[src/rtl/u8ncf_pkg.sv]
// Shared types, constants and classification helpers of the UTF-8 name filter.
`default_nettype none

package u8ncf_pkg;

  // Held bytes of one open character group and the most results one byte can cause.
  localparam int HELD_DEPTH = 6;

  // Entries in the request queue between the front and the back part.
  localparam int QDEPTH = 4;

  // Accepted range of a three-byte character, taken as one 24-bit number.
  localparam logic [23:0] CJK_LO = 24'hE4B880;
  localparam logic [23:0] CJK_HI = 24'hE9BEBB;

  // ASCII bounds of the kept single-byte characters.
  localparam logic [7:0] CH_DIGIT_LO = 8'h30;
  localparam logic [7:0] CH_DIGIT_HI = 8'h39;
  localparam logic [7:0] CH_UPPER_LO = 8'h41;
  localparam logic [7:0] CH_UPPER_HI = 8'h5A;
  localparam logic [7:0] CH_LOWER_LO = 8'h61;
  localparam logic [7:0] CH_LOWER_HI = 8'h7A;

  // The only group length that can hold a kept character.
  localparam logic [2:0] CJK_LEN = 3'd3;

  // One request: up to HELD_DEPTH results that one accepted byte causes.
  typedef struct packed {
    logic [2:0]                  cnt;    // number of results, 1 to HELD_DEPTH
    logic                        hb;     // results carry bytes
    logic [HELD_DEPTH-1:0][7:0]  bytes;  // result bytes, first at index 0
    logic                        done;   // last result closes the name
    logic                        ill;    // verdict of the name
  } rec_t;

  // Count of leading one bits among bits 7..1 of a lead byte.
  function automatic logic [2:0] lead_length(input logic [7:0] b);
    logic [2:0] n;
    logic       run;
    n   = 3'd0;
    run = 1'b1;
    for (int i = 7; i >= 1; i--) begin
      if (run && b[i]) begin
        n = n + 3'd1;
      end else begin
        run = 1'b0;
      end
    end
    return n;
  endfunction

  // Digit or Latin letter.
  function automatic logic is_alnum(input logic [7:0] b);
    return (b >= CH_DIGIT_LO && b <= CH_DIGIT_HI) ||
           (b >= CH_UPPER_LO && b <= CH_UPPER_HI) ||
           (b >= CH_LOWER_LO && b <= CH_LOWER_HI);
  endfunction

endpackage

`default_nettype wire

[src/rtl/u8ncf_front.sv]
// Front part: accepts name bytes, tracks the open character group and builds requests.
`default_nettype none

module u8ncf_front (
  input  wire logic             clk,
  input  wire logic             rst_n,
  input  wire logic             push,
  input  wire logic             full,
  input  wire logic [7:0]       in_byte,
  input  wire logic             in_end_of_name,
  input  wire logic             filter_en,
  output logic                  rec_push,
  output u8ncf_pkg::rec_t       rec
);

  logic [u8ncf_pkg::HELD_DEPTH-1:0][7:0] gb_r, gb_nxt, bytes;
  logic [2:0] glen_r, glen_nxt;
  logic [2:0] gcnt_r, gcnt_nxt;
  logic       ill_r, ill_nxt, ill_name;
  logic [2:0] len;
  logic [2:0] n;
  logic       accept;
  logic       group_end;

  assign accept = push & ~full;
  assign len    = u8ncf_pkg::lead_length(in_byte);
  assign group_end = (({1'b0, gcnt_r} + 4'd1) == {1'b0, glen_r});

  // Classify the byte against the open group and work out the results it causes.
  always_comb begin
    gb_nxt   = gb_r;
    glen_nxt = glen_r;
    gcnt_nxt = gcnt_r;
    ill_nxt  = ill_r;
    n        = 3'd0;
    bytes    = '0;
    if (glen_r == 3'd0) begin
      if (len == 3'd0) begin
        if (u8ncf_pkg::is_alnum(in_byte)) begin
          bytes[0] = in_byte;
          n        = filter_en ? 3'd1 : 3'd0;
        end else begin
          ill_nxt = 1'b1;
        end
      end else if (len == 3'd1) begin
        ill_nxt = 1'b1;
      end else begin
        glen_nxt  = len;
        gb_nxt[0] = in_byte;
        gcnt_nxt  = 3'd1;
      end
    end else if (group_end) begin
      if (glen_r == u8ncf_pkg::CJK_LEN &&
          {gb_r[0], gb_r[1], in_byte} >= u8ncf_pkg::CJK_LO &&
          {gb_r[0], gb_r[1], in_byte} <= u8ncf_pkg::CJK_HI) begin
        bytes[0] = gb_r[0];
        bytes[1] = gb_r[1];
        bytes[2] = in_byte;
        n        = filter_en ? 3'd3 : 3'd0;
      end else begin
        ill_nxt = 1'b1;
      end
      glen_nxt = 3'd0;
      gcnt_nxt = 3'd0;
    end else begin
      if (gcnt_r < 3'(u8ncf_pkg::HELD_DEPTH)) begin
        gb_nxt[gcnt_r] = in_byte;
      end
      gcnt_nxt = gcnt_r + 3'd1;
    end

    // A group cut off by the end of the name is illegal and passes through as held.
    if (in_end_of_name && glen_nxt != 3'd0) begin
      ill_nxt = 1'b1;
      if (filter_en) begin
        n     = gcnt_nxt;
        bytes = gb_nxt;
      end
    end
    ill_name = ill_nxt;

    // Group state and verdict start over with the next name.
    if (in_end_of_name) begin
      glen_nxt = 3'd0;
      gcnt_nxt = 3'd0;
      ill_nxt  = 1'b0;
    end
  end

  // Request record: a byte-less marker closes a name that emits nothing on its last byte.
  always_comb begin
    rec.bytes = bytes;
    rec.done  = in_end_of_name;
    rec.ill   = ill_name;
    if (n == 3'd0) begin
      rec.hb  = 1'b0;
      rec.cnt = 3'd1;
    end else begin
      rec.hb  = 1'b1;
      rec.cnt = n;
    end
  end

  assign rec_push = accept & (in_end_of_name | (n != 3'd0));

  // Group control state.
  always_ff @(posedge clk) begin
    if (!rst_n) begin
      glen_r <= 3'd0;
      gcnt_r <= 3'd0;
      ill_r  <= 1'b0;
    end else if (accept) begin
      glen_r <= glen_nxt;
      gcnt_r <= gcnt_nxt;
      ill_r  <= ill_nxt;
    end
  end

  // Held bytes of the open group.
  always_ff @(posedge clk) begin
    if (accept) begin
      gb_r <= gb_nxt;
    end
  end

  // The received byte count stays below the group length while a group is open.
  a_cnt_below_len: assert property (@(posedge clk) disable iff (!rst_n)
    (glen_r != 3'd0) |-> (gcnt_r < glen_r))
    else $error("group count reached group length");

  // No group is left open after the last byte of a name.
  a_name_closes: assert property (@(posedge clk) disable iff (!rst_n)
    (accept && in_end_of_name) |=> (glen_r == 3'd0 && gcnt_r == 3'd0 && !ill_r))
    else $error("group state survived the end of a name");

endmodule

`default_nettype wire

[src/rtl/u8ncf_queue.sv]
// Request queue between the front and the back part.
`default_nettype none

module u8ncf_queue (
  input  wire logic            clk,
  input  wire logic            rst_n,
  input  wire logic            wr_en,
  input  wire u8ncf_pkg::rec_t wr_rec,
  input  wire logic            rd_en,
  output logic                 q_full,
  output logic                 q_empty,
  output u8ncf_pkg::rec_t      head
);

  localparam int PW = (u8ncf_pkg::QDEPTH > 1) ? $clog2(u8ncf_pkg::QDEPTH) : 1;
  localparam int CW = $clog2(u8ncf_pkg::QDEPTH + 1);

  u8ncf_pkg::rec_t mem_r [u8ncf_pkg::QDEPTH];
  logic [PW-1:0]   wr_ptr_r, wr_ptr_nxt;
  logic [PW-1:0]   rd_ptr_r, rd_ptr_nxt;
  logic [CW-1:0]   cnt_r, cnt_nxt;
  logic            do_wr, do_rd;

  assign q_full  = (cnt_r == CW'(u8ncf_pkg::QDEPTH));
  assign q_empty = (cnt_r == '0);
  assign do_wr   = wr_en & ~q_full;
  assign do_rd   = rd_en & ~q_empty;
  assign head    = mem_r[rd_ptr_r];

  // Pointer and fill count update.
  always_comb begin
    wr_ptr_nxt = wr_ptr_r;
    rd_ptr_nxt = rd_ptr_r;
    cnt_nxt    = cnt_r;
    if (do_wr) begin
      wr_ptr_nxt = (wr_ptr_r == PW'(u8ncf_pkg::QDEPTH - 1)) ? '0 : wr_ptr_r + 1'b1;
    end
    if (do_rd) begin
      rd_ptr_nxt = (rd_ptr_r == PW'(u8ncf_pkg::QDEPTH - 1)) ? '0 : rd_ptr_r + 1'b1;
    end
    if (do_wr && !do_rd) begin
      cnt_nxt = cnt_r + 1'b1;
    end else if (do_rd && !do_wr) begin
      cnt_nxt = cnt_r - 1'b1;
    end
  end

  always_ff @(posedge clk) begin
    if (!rst_n) begin
      wr_ptr_r <= '0;
      rd_ptr_r <= '0;
      cnt_r    <= '0;
    end else begin
      wr_ptr_r <= wr_ptr_nxt;
      rd_ptr_r <= rd_ptr_nxt;
      cnt_r    <= cnt_nxt;
    end
  end

  // Entry storage.
  always_ff @(posedge clk) begin
    if (do_wr) begin
      mem_r[wr_ptr_r] <= wr_rec;
    end
  end

  // The fill count never exceeds the depth.
  a_cnt_bound: assert property (@(posedge clk) disable iff (!rst_n)
    cnt_r <= CW'(u8ncf_pkg::QDEPTH))
    else $error("queue overfilled");

  // A write without a read grows the fill count by one.
  a_cnt_grows: assert property (@(posedge clk) disable iff (!rst_n)
    (do_wr && !do_rd) |=> (cnt_r == $past(cnt_r) + 1'b1))
    else $error("queue count did not follow a write");

endmodule

`default_nettype wire

[src/rtl/u8ncf_back.sv]
// Back part: expands the oldest request into result items, one per cycle in which pop is high.
`default_nettype none

module u8ncf_back (
  input  wire logic            clk,
  input  wire logic            rst_n,
  input  wire logic            q_empty,
  input  wire u8ncf_pkg::rec_t head,
  output logic                 q_pop,
  input  wire logic            pop,
  output logic                 empty,
  output logic                 out_has_byte,
  output logic [7:0]           out_byte,
  output logic                 out_name_done,
  output logic                 out_illegal_seen
);

  logic [2:0] idx_r, idx_nxt;
  logic       last;
  logic       take;

  assign empty = q_empty;
  assign last  = ((idx_r + 3'd1) == head.cnt);
  assign take  = pop & ~q_empty;
  assign q_pop = take & last;

  // Result fields of the current position within the head request.
  assign out_has_byte     = head.hb;
  assign out_byte         = head.hb ? head.bytes[idx_r] : 8'd0;
  assign out_name_done    = head.done & last;
  assign out_illegal_seen = head.ill & head.done & last;

  // Step through the results; move on to the next request after the last one.
  always_comb begin
    idx_nxt = idx_r;
    if (take) begin
      idx_nxt = last ? 3'd0 : idx_r + 3'd1;
    end
  end

  always_ff @(posedge clk) begin
    if (!rst_n) begin
      idx_r <= 3'd0;
    end else begin
      idx_r <= idx_nxt;
    end
  end

  // The result position stays inside the head request.
  a_idx_bound: assert property (@(posedge clk) disable iff (!rst_n)
    !q_empty |-> (idx_r < head.cnt))
    else $error("result position beyond request");

  // The position rests at zero while nothing waits.
  a_idx_idle: assert property (@(posedge clk) disable iff (!rst_n)
    q_empty |-> (idx_r == 3'd0))
    else $error("result position left over with empty queue");

endmodule

`default_nettype wire

[src/rtl/utf8_name_character_filter_unit.sv]
// Top level of the UTF-8 name character filter.
`default_nettype none

// Filters the bytes of a UTF-8 name, keeping digits, Latin letters and three-byte
// characters in the range E4B880..E9BEBB, and reports on the last result of each name
// whether any other or cut-off character occurred. A byte is accepted in every cycle
// in which push is high and full is low; the front part classifies it at once and
// places its results (up to six) as one request in a four-entry queue. The back part
// hands out the results of the head request one per cycle in which pop is high. The
// sustained byte rate is one per cycle while pop stays high and each byte causes at
// most one result; a byte that causes several results holds the result side until
// all are taken. With cfg_filter_enable low only the verdict of each name is
// delivered. Write the configuration only while no name is in progress.

module utf8_name_character_filter_unit (
  input  wire logic       clk,
  input  wire logic       rst_n,
  input  wire logic       cfg_wr_en,
  input  wire logic       cfg_filter_enable,
  input  wire logic       push,
  output logic            full,
  input  wire logic [7:0] in_byte,
  input  wire logic       in_end_of_name,
  output logic            empty,
  input  wire logic       pop,
  output logic            out_has_byte,
  output logic [7:0]      out_byte,
  output logic            out_name_done,
  output logic            out_illegal_seen
);

  logic            filter_en_r;
  logic            rec_push;
  u8ncf_pkg::rec_t rec;
  u8ncf_pkg::rec_t head;
  logic            q_full, q_empty, q_pop;

  // Configuration register.
  always_ff @(posedge clk) begin
    if (!rst_n) begin
      filter_en_r <= 1'b0;
    end else if (cfg_wr_en) begin
      filter_en_r <= cfg_filter_enable;
    end
  end

  assign full = q_full;

  u8ncf_front u_front (
    .clk            (clk),
    .rst_n          (rst_n),
    .push           (push),
    .full           (q_full),
    .in_byte        (in_byte),
    .in_end_of_name (in_end_of_name),
    .filter_en      (filter_en_r),
    .rec_push       (rec_push),
    .rec            (rec)
  );

  u8ncf_queue u_queue (
    .clk     (clk),
    .rst_n   (rst_n),
    .wr_en   (rec_push),
    .wr_rec  (rec),
    .rd_en   (q_pop),
    .q_full  (q_full),
    .q_empty (q_empty),
    .head    (head)
  );

  u8ncf_back u_back (
    .clk              (clk),
    .rst_n            (rst_n),
    .q_empty          (q_empty),
    .head             (head),
    .q_pop            (q_pop),
    .pop              (pop),
    .empty            (empty),
    .out_has_byte     (out_has_byte),
    .out_byte         (out_byte),
    .out_name_done    (out_name_done),
    .out_illegal_seen (out_illegal_seen)
  );

endmodule

`default_nettype wire
[config.mk]
export PLATFORM = sky130hd
export DESIGN_NAME = utf8_name_character_filter_unit
export DESIGN_NICKNAME = d
export VERILOG_FILES = /design/src/rtl/u8ncf_pkg.sv /design/src/rtl/u8ncf_front.sv /design/src/rtl/u8ncf_queue.sv /design/src/rtl/u8ncf_back.sv /design/src/rtl/utf8_name_character_filter_unit.sv
export SDC_FILE = /design/constraint.sdc
export NUM_CORES = 1
export LEC_CHECK = 0
export BUFFER_PORTS_ARGS = -buffer_cell sky130_fd_sc_hd__buf_2
export CORE_ASPECT_RATIO = 0.9
export CORE_UTILIZATION = 24
export DETAILED_ROUTE_END_ITERATION = 10
export PLACE_DENSITY_LB_ADDON = 0.05
export SKIP_CTS_REPAIR_TIMING = 1
export SLEW_MARGIN = 20
export SYNTH_ARGS = -nofsm -noshare
export SYNTH_HDL_FRONTEND = slang
export SYNTH_HIERARCHICAL = 1
export SYNTH_SLANG_ARGS = --single-unit
[constraint.sdc]
create_clock -name clk -period 4.95 [get_ports clk]
set_clock_uncertainty 0.1 [all_clocks]
set_input_delay 0.495 -clock clk [delete_from_list [all_inputs] [get_ports clk]]
set_output_delay 0.495 -clock clk [all_outputs]
set_load 0.03 [all_outputs]
# Word-level counts from Yosys, hierarchy flattened
# Memory sizes are Yosys's and may differ from the RTL's. A register that Yosys moved wholly into a read port is not among the register bits.
# Index checks and enable logic that the tools add are counted.
[word_totals] ff_bits=66 ram_bits=216 input_bits=15 out_inout_bits=13 memories=1
[classes] add_sub_neg=13 n_lt_le_gt_ge=12 n_eq_ne=7 mux=70 n_bitwise=12 reduce_logical=26
[mem_list] memory="u_queue.mem_r" words=4 word_bits=54 rd=1 rd_ports_with_merged_regs=1 wr=1 line="u8ncf_queue.sv:18" text="u8ncf_pkg::rec_t mem_r [u8ncf_pkg::QDEPTH];"
[ops] operator="$mux W48" n=4
[ops] operator="$mux W3" n=26
[ops] operator="$mux W8" n=9
[ops] operator="$bwmux W48" n=1
[ops] operator="$mux W24" n=2
[ops] operator="$mux W40" n=1
[ops] operator="$add A3 B1 Y3 const B" n=9
[ops] operator="$bmux W8 S3" n=1
[ops] operator="$demux W8 S3" n=1
[ops] operator="$ge A24 B24 Y1 const B" n=1
[ops] operator="$le A24 B24 Y1 const B" n=1
[ops] operator="$mux W1" n=18
[ops] operator="$ge A8 B7 Y1 const B" n=2
[ops] operator="$le A8 B7 Y1 const B" n=2
[ops] operator="$mux W16" n=1
[ops] operator="$logic_and A1 B1 Y1" n=15
[ops] operator="$logic_not A3 Y1" n=4
[ops] operator="$mux W2" n=5
[ops] operator="$and A1 B1 Y1" n=9
[ops] operator="$ge A8 B6 Y1 const B" n=1
[ops] operator="$le A8 B6 Y1 const B" n=1
[ops] operator="$lt A3 B4 Y1 const B" n=2
[ops] operator="$reduce_bool A3 Y1" n=2
[ops] operator="$add A2 B1 Y2 const B" n=2
[ops] operator="16 further kinds" n=20

# Depth between registers and ports, before layout
[depth] ltp_word=28 depth_mapped=21 mapped_depth_nobuf=19

# By module
# Netlist, hierarchy kept.
[by_module_without_submodules] mod="u8ncf_queue" n_inst=1 cells_each=333 area_each_um2=8339.2 seq_area_each_um2=6666.4
[by_module_without_submodules] mod="u8ncf_front" n_inst=1 cells_each=357 area_each_um2=3731.1 seq_area_each_um2=1581.5
[by_module_without_submodules] mod="u8ncf_back" n_inst=1 cells_each=64 area_each_um2=631.9 seq_area_each_um2=60.1
[by_module_without_submodules] mod="utf8_name_character_filter_unit" n_inst=1 cells_each=3 area_each_um2=36.3 seq_area_each_um2=20.0

# Worst setup path before layout
# Ideal clock, no wire load.
[synth_path] path_type="input to register" startpoint="input in_byte[7]" endpoint="memory u_queue/mem_r[0][51] in the netlist's numbering (data pin)" t_arrival_ns=4.228 required_time_ns=4.572 setup_slack_ns=0.345 path_stages=19 path_cell_list="clkbuf_1 a21boi_0 ha_1 nor2_1 nor2_1 ha_1 mux2_2 ha_1 nand2_1 a31oi_1 nor2_1 nor2_1 ha_1 a21bo_2 a21oi_1 mux2_2 a31o_2 buf_2 or3_1"
[synth_lines] item="start, declared" line="utf8_name_character_filter_unit.sv:22" text="input wire logic [7:0] in_byte,"
[synth_lines] item="end, declared" line="u8ncf_queue.sv:18"

# Worst setup path after layout
[layout_path] startpoint="register u_front.gcnt_r[0]" endpoint="register u_queue.cnt_r[2]"
[layout_via] elab_chain_cells=14 word_cells_on_any_way=24 cone_classes="add/sub: 2; eq/ne: 1; mux: 11; bitwise: 3; reduce/logical: 7"
[layout_rtl] item="start, declared" line="u8ncf_front.sv:18" text="logic [2:0] gcnt_r, gcnt_nxt;"
[layout_rtl] item="start signal, assigned" line="u8ncf_front.sv:114" text="gcnt_r <= gcnt_nxt;"
[layout_rtl] item="$add A3 B1 Y4" line="u8ncf_front.sv:27" text="assign group_end = (({1'b0, gcnt_r} + 4'd1) == {1'b0, glen_r});"
[layout_rtl] item="$eq A4 B3 Y1" line="u8ncf_front.sv:27"
[layout_rtl] item="$mux W3" line="u8ncf_front.sv:52" text="end else if (group_end) begin"
[layout_rtl] item="$mux W3" line="u8ncf_front.sv:37" text="if (glen_r == 3'd0) begin"
[layout_rtl] item="$reduce_bool A3 Y1" line="u8ncf_front.sv:73" text="if (in_end_of_name && glen_nxt != 3'd0) begin"
[layout_rtl] item="$logic_and A1 B1 Y1" line="u8ncf_front.sv:73"
[layout_rtl] item="$mux W3 (*)" line="u8ncf_front.sv:73"
[layout_rtl] item="$reduce_bool A3 Y1 (*)" line="u8ncf_front.sv:104" text="assign rec_push = accept & (in_end_of_name | (n != 3'd0));"
[layout_rtl] item="$or A1 B1 Y1 (*)" line="u8ncf_front.sv:104"
[layout_rtl] item="$and A1 B1 Y1 (*)" line="u8ncf_front.sv:104"
[layout_rtl] item="named net rec_push" line="utf8_name_character_filter_unit.sv:33" text="logic rec_push;"
[layout_rtl] item="$and A1 B1 Y1 (*)" line="u8ncf_queue.sv:26" text="assign do_wr = wr_en & ~q_full;"
[layout_rtl] item="$logic_not A1 Y1" line="u8ncf_queue.sv:43" text="end else if (do_rd && !do_wr) begin"
[layout_rtl] item="$logic_and A1 B1 Y1" line="u8ncf_queue.sv:43"
[layout_rtl] item="$reduce_bool A2 Y1 (no source line)"
[layout_rtl] item="end signal, assigned" line="u8ncf_queue.sv:56" text="cnt_r <= cnt_nxt;"
[layout_rtl] item="end, declared" line="u8ncf_queue.sv:21" text="logic [CW-1:0] cnt_r, cnt_nxt;"
# Mark *: on every way through the listed nets, which the timed path passes. The rest lies on a longest branch.
# A chain may end at the register's enable or synchronous reset.

==> impl_metrics.py <==
metrics = {
    "worst_hold_path": {
        "hp-class": "in2reg",
        "holdPathStages": 3,
        "hold_start": "cfg_filter_enable",
    },
    "routing": {
        "avgViaCountPerCell": 4.52,
        "first_pass_iters": 4,
        "met1Wirelength_um": 15900,
        "vias": 6849,
        "post_drt_wl_per_cell_um": 22.3,
        "drt-initial-drc-count": 300,
        "ant_nets": 0,
        "dr_wl_met2_um": 16100,
        "met3_length_um": 1240,
        "top_signal_layer_used": "met4",
        "remaining_drc_errors": 0,
        "wl_um": 33900,
    },
    "global_routing": {
        "grt_pass1_wl_um": 50200,
        "grt_pass1_vias": 7415,
        "grt_max_degree": 50,
        "grt-ovfl-total": 0,
        "grtUsageTotal": 0.129,
        "antenna_found_initial": 1,
    },
    "sta": {
        "setup_viol": 0,
        "drv_slew": 0,
        "slew_headroom": 0.388,
        "whs_ns": 0.126,
        "min_period_ns": 4.35,
        "max_freq_mhz": 230,
        "hold_viol": 0,
        "finalCritPeriodShare": 0.880,
        "grt_setup_unrepaired": "no",
        "tns_ns": 0,
        "worstMarginPinSlew_ns": 0.919,
    },
    "synthesis": {
        "synthesis.area_um2": 12700,
        "synth_edf_count": 264,
        "synth-seq-area-share": 0.654,
        "ys_warn_count": 6,
        "syn_nets": 785,
        "ys_dominant_reg_cell": "edfxtp_1",
        "synthesis.instances": 757,
        "ys_types": 78,
        "avgSynthCellArea_um2": 16.8,
        "async_flop_share": 0,
        "synth-seq-cells": 284,
    },
    "critical_path": {
        "path_class": "reg2reg",
        "reg2reg_slack_ns": 0.60,
        "rr_endpoint": "u_queue/cnt_r[2]",
        "r2r_start": "u_front/gcnt_r[0]",
        "cp.required_ns": 5.29,
        "crit_start": "u_front/gcnt_r[0]",
        "cp-endpoint": "u_queue/cnt_r[2]",
        "rr_worst_depth": 15,
        "crit_path_max_fanout": 12,
        "crit_arrival_ns": 4.69,
        "start_kind": "register",
        "worst_setup_path_end_kind": "register",
    },
    "layout": {
        "diodes": 0,
        "fin_nets": 835,
        "finalNonFillerCells": 1515,
        "area_growth_pct": 16.7,
        "fillers": 5166,
        "final_util": 0.285,
        "drive_gt1_frac": 0.274,
    },
    "power_and_ir_drop": {
        "p_int_mw": 4.48,
        "p_comb_frac": 0.124,
        "p_per_area_nw_per_um2": 399,
        "pwr-share-seq": 0.482,
        "p_total_mw": 5.94,
        "power.share.clock": 0.394,
        "max-vdd-ir-drop_mv": 0.199,
        "swShare": 0.246,
        "p_leak_nw": 4.90,
        "p_switching_mw": 1.46,
    },
    "placement": {
        "dp_hpwl_um": 22200,
        "gp_congestion": 0.768,
        "io_buffers": 27,
        "placedCellCount": 1459,
    },
    "die": {
        "coreArea_um2": 52100,
        "num_rows": 79,
        "pin_count": 28,
        "dieHeight_um": 221,
        "fp.dieArea_um2": 54000,
        "die_w_um": 245,
        "start_util": 0.245,
    },
    "clock_tree": {
        "clock-sinks": 284,
        "cts-htree-levels": 2,
        "clockBufferDepth": 3,
        "cts_tree": "done",
        "cts_root_buf": "clkbuf_16",
        "insertion_delay_ns": 0.53,
        "clkSlewWorstSetupHoldPaths_ns": 0.06,
        "cts-buffers-inserted": 34,
    },
    "flow_run": {
        "maxCapViolations": 0,
    },
    "outcome": {
        "outcome": "finished, final reports clean",
    },
}
-- synthesized netlist by cell type (all sizes together), types with 2 or more instances --
cell type / instances / share of area
a21bo: 2 / 0.0016
a21boi: 9 / 0.0053
a21o: 2 / 0.0012
a21oi: 13 / 0.0051
a221o: 3 / 0.0024
a22o: 21 / 0.014
a22oi: 2 / 0.0012
a31o: 2 / 0.0014
a31oi: 4 / 0.0031
a41o: 3 / 0.0025
and2: 9 / 0.0044
and3: 2 / 0.00098
and3b: 2 / 0.0014
and4: 2 / 0.0014
buf: 27 / 0.018
clkbuf: 17 / 0.0055
dfxtp: 20 / 0.031
edfxtp: 264 / 0.62
ha: 12 / 0.012
inv: 18 / 0.0053
mux2: 38 / 0.034
mux2i: 15 / 0.012
mux4: 62 / 0.11
nand2: 36 / 0.011
nand2b: 10 / 0.0049
nand3: 9 / 0.0043
nand3b: 5 / 0.0029
nand4: 2 / 0.00098
nor2: 21 / 0.0062
nor2b: 34 / 0.017
nor3: 8 / 0.0044
nor3b: 2 / 0.0025
o2111ai: 2 / 0.0024
o211ai: 4 / 0.0027
o21a: 3 / 0.0018
o21ai: 27 / 0.011
o22ai: 9 / 0.0044
o311ai: 2 / 0.0014
or2: 3 / 0.0015
or3: 4 / 0.0020
or4: 5 / 0.0029
xnor2: 3 / 0.0032
xor2: 2 / 0.0014
-- critical path, cell delays in order (launching register included) --
cell and delay [ns]:
dfxtp_1 0.61, ha_1 0.41, xnor2_2 0.31, nand2_2 0.18, nor3_1 0.39, nor3b_4 0.26, o21ai_0 0.20, a21oi_1 0.22
nor2b_1 0.16, buf_4 0.15, ha_1 0.18, inv_1 0.06, fa_1 0.37, xor2_1 0.16, or3_1 0.30, a21boi_0 0.19
-- routing by layer --
metal / up-vias / track usage
li1: 3133 / -
met1: 3587 / 0.174
met2: 93 / 0.213
met3: 36 / 0.0255
met4: 0 / 0.0333
met5: - / 0
-- sequential cells by signal, indices dropped and copies added (netlist names), named ones only --
name / flops
u_queue/mem_r: 216
u_front/gb_r: 48
u_back/idx_r: 3
u_front/gcnt_r: 3
u_front/glen_r: 3
u_queue/cnt_r: 3
u_queue/rd_ptr_r: 2
u_queue/wr_ptr_r: 2
filter_en_r: 1
u_front/ill_r: 1
-- power by group through the flow --
stage | registers [mW] | logic [mW] | clock network (mW)
after global placement | 2.91 | 0.754 | 0
after CTS | 2.86 | 0.760 | 2.43
after global routing | 2.88 | 0.806 | 2.50
after floorplan | 2.89 | 0.516 | 0
final | 2.86 | 0.734 | 2.34
after detailed placement | 2.91 | 0.758 | 0
-- logic make-up after synthesis --
family / after synthesis / synth area share
multiplexers: 115 / 0.156
AO/OA/AOI/OAI: 117 / 0.0685
buffers and inverters: 63 / 0.0290
AND/OR/NAND/NOR: 158 / 0.0708
XOR/XNOR: 7 / 0.00845
adder cells (fa/ha/maj): 13 / 0.0134
flip-flops: 284 / 0.654
-- cell usage in the layout, fill, tap and decap left out, types with 8 or more instances in the layout --
cell	count
buf_2	27
clkinv_1	8
nor2b_1	34
mux4_2	58
a21oi_1	13
a22o_1	21
nor2_1	21
mux2_2	38
nand2_1	35
o22ai_1	9
ha_1	12
nand2b_1	10
mux2i_1	15
buf_12	13
buf_4	18
clkbuf_16	35
dfxtp_1	18
inv_1	17
edfxtp_1	264
o21ai_0	26
-- stage by stage --
| stage | setup slack (ns) | area, um2 |
|---|---|---|
| final | 0.595 | 14900 |
| after detailed placement | 0.0703 | 13800 |
| after CTS | 0.528 | 14900 |
| after global routing | 0.225 | 14900 |
| after floorplan | 0.345 | 12700 |
| after global placement | 0.158 | 13800 |
-- final cells by class --
type | instances | area (um2) | area share
clock buffers | 42 | 902 | 0.0607
clock inverters | 14 | 118 | 0.00791
inverters | 19 | 71.3 | 0.00480
multi-input cells | 410 | 4050 | 0.272
flip-flops and latches | 284 | 8330 | 0.561
well taps | 688 | 861 | 0.0579
repair buffers | 58 | 531 | 0.0357
-- worst min path at each step --
stage                          endpoint  slack (ns)
floorplan           u_queue/wr_ptr_r[1]        0.37
global placement    u_queue/wr_ptr_r[1]        0.38
detailed placement  u_queue/wr_ptr_r[1]        0.41
CTS                         filter_en_r        0.09
global route                filter_en_r        0.12
finish                      filter_en_r        0.13
(Power assumes the default switching activity.)
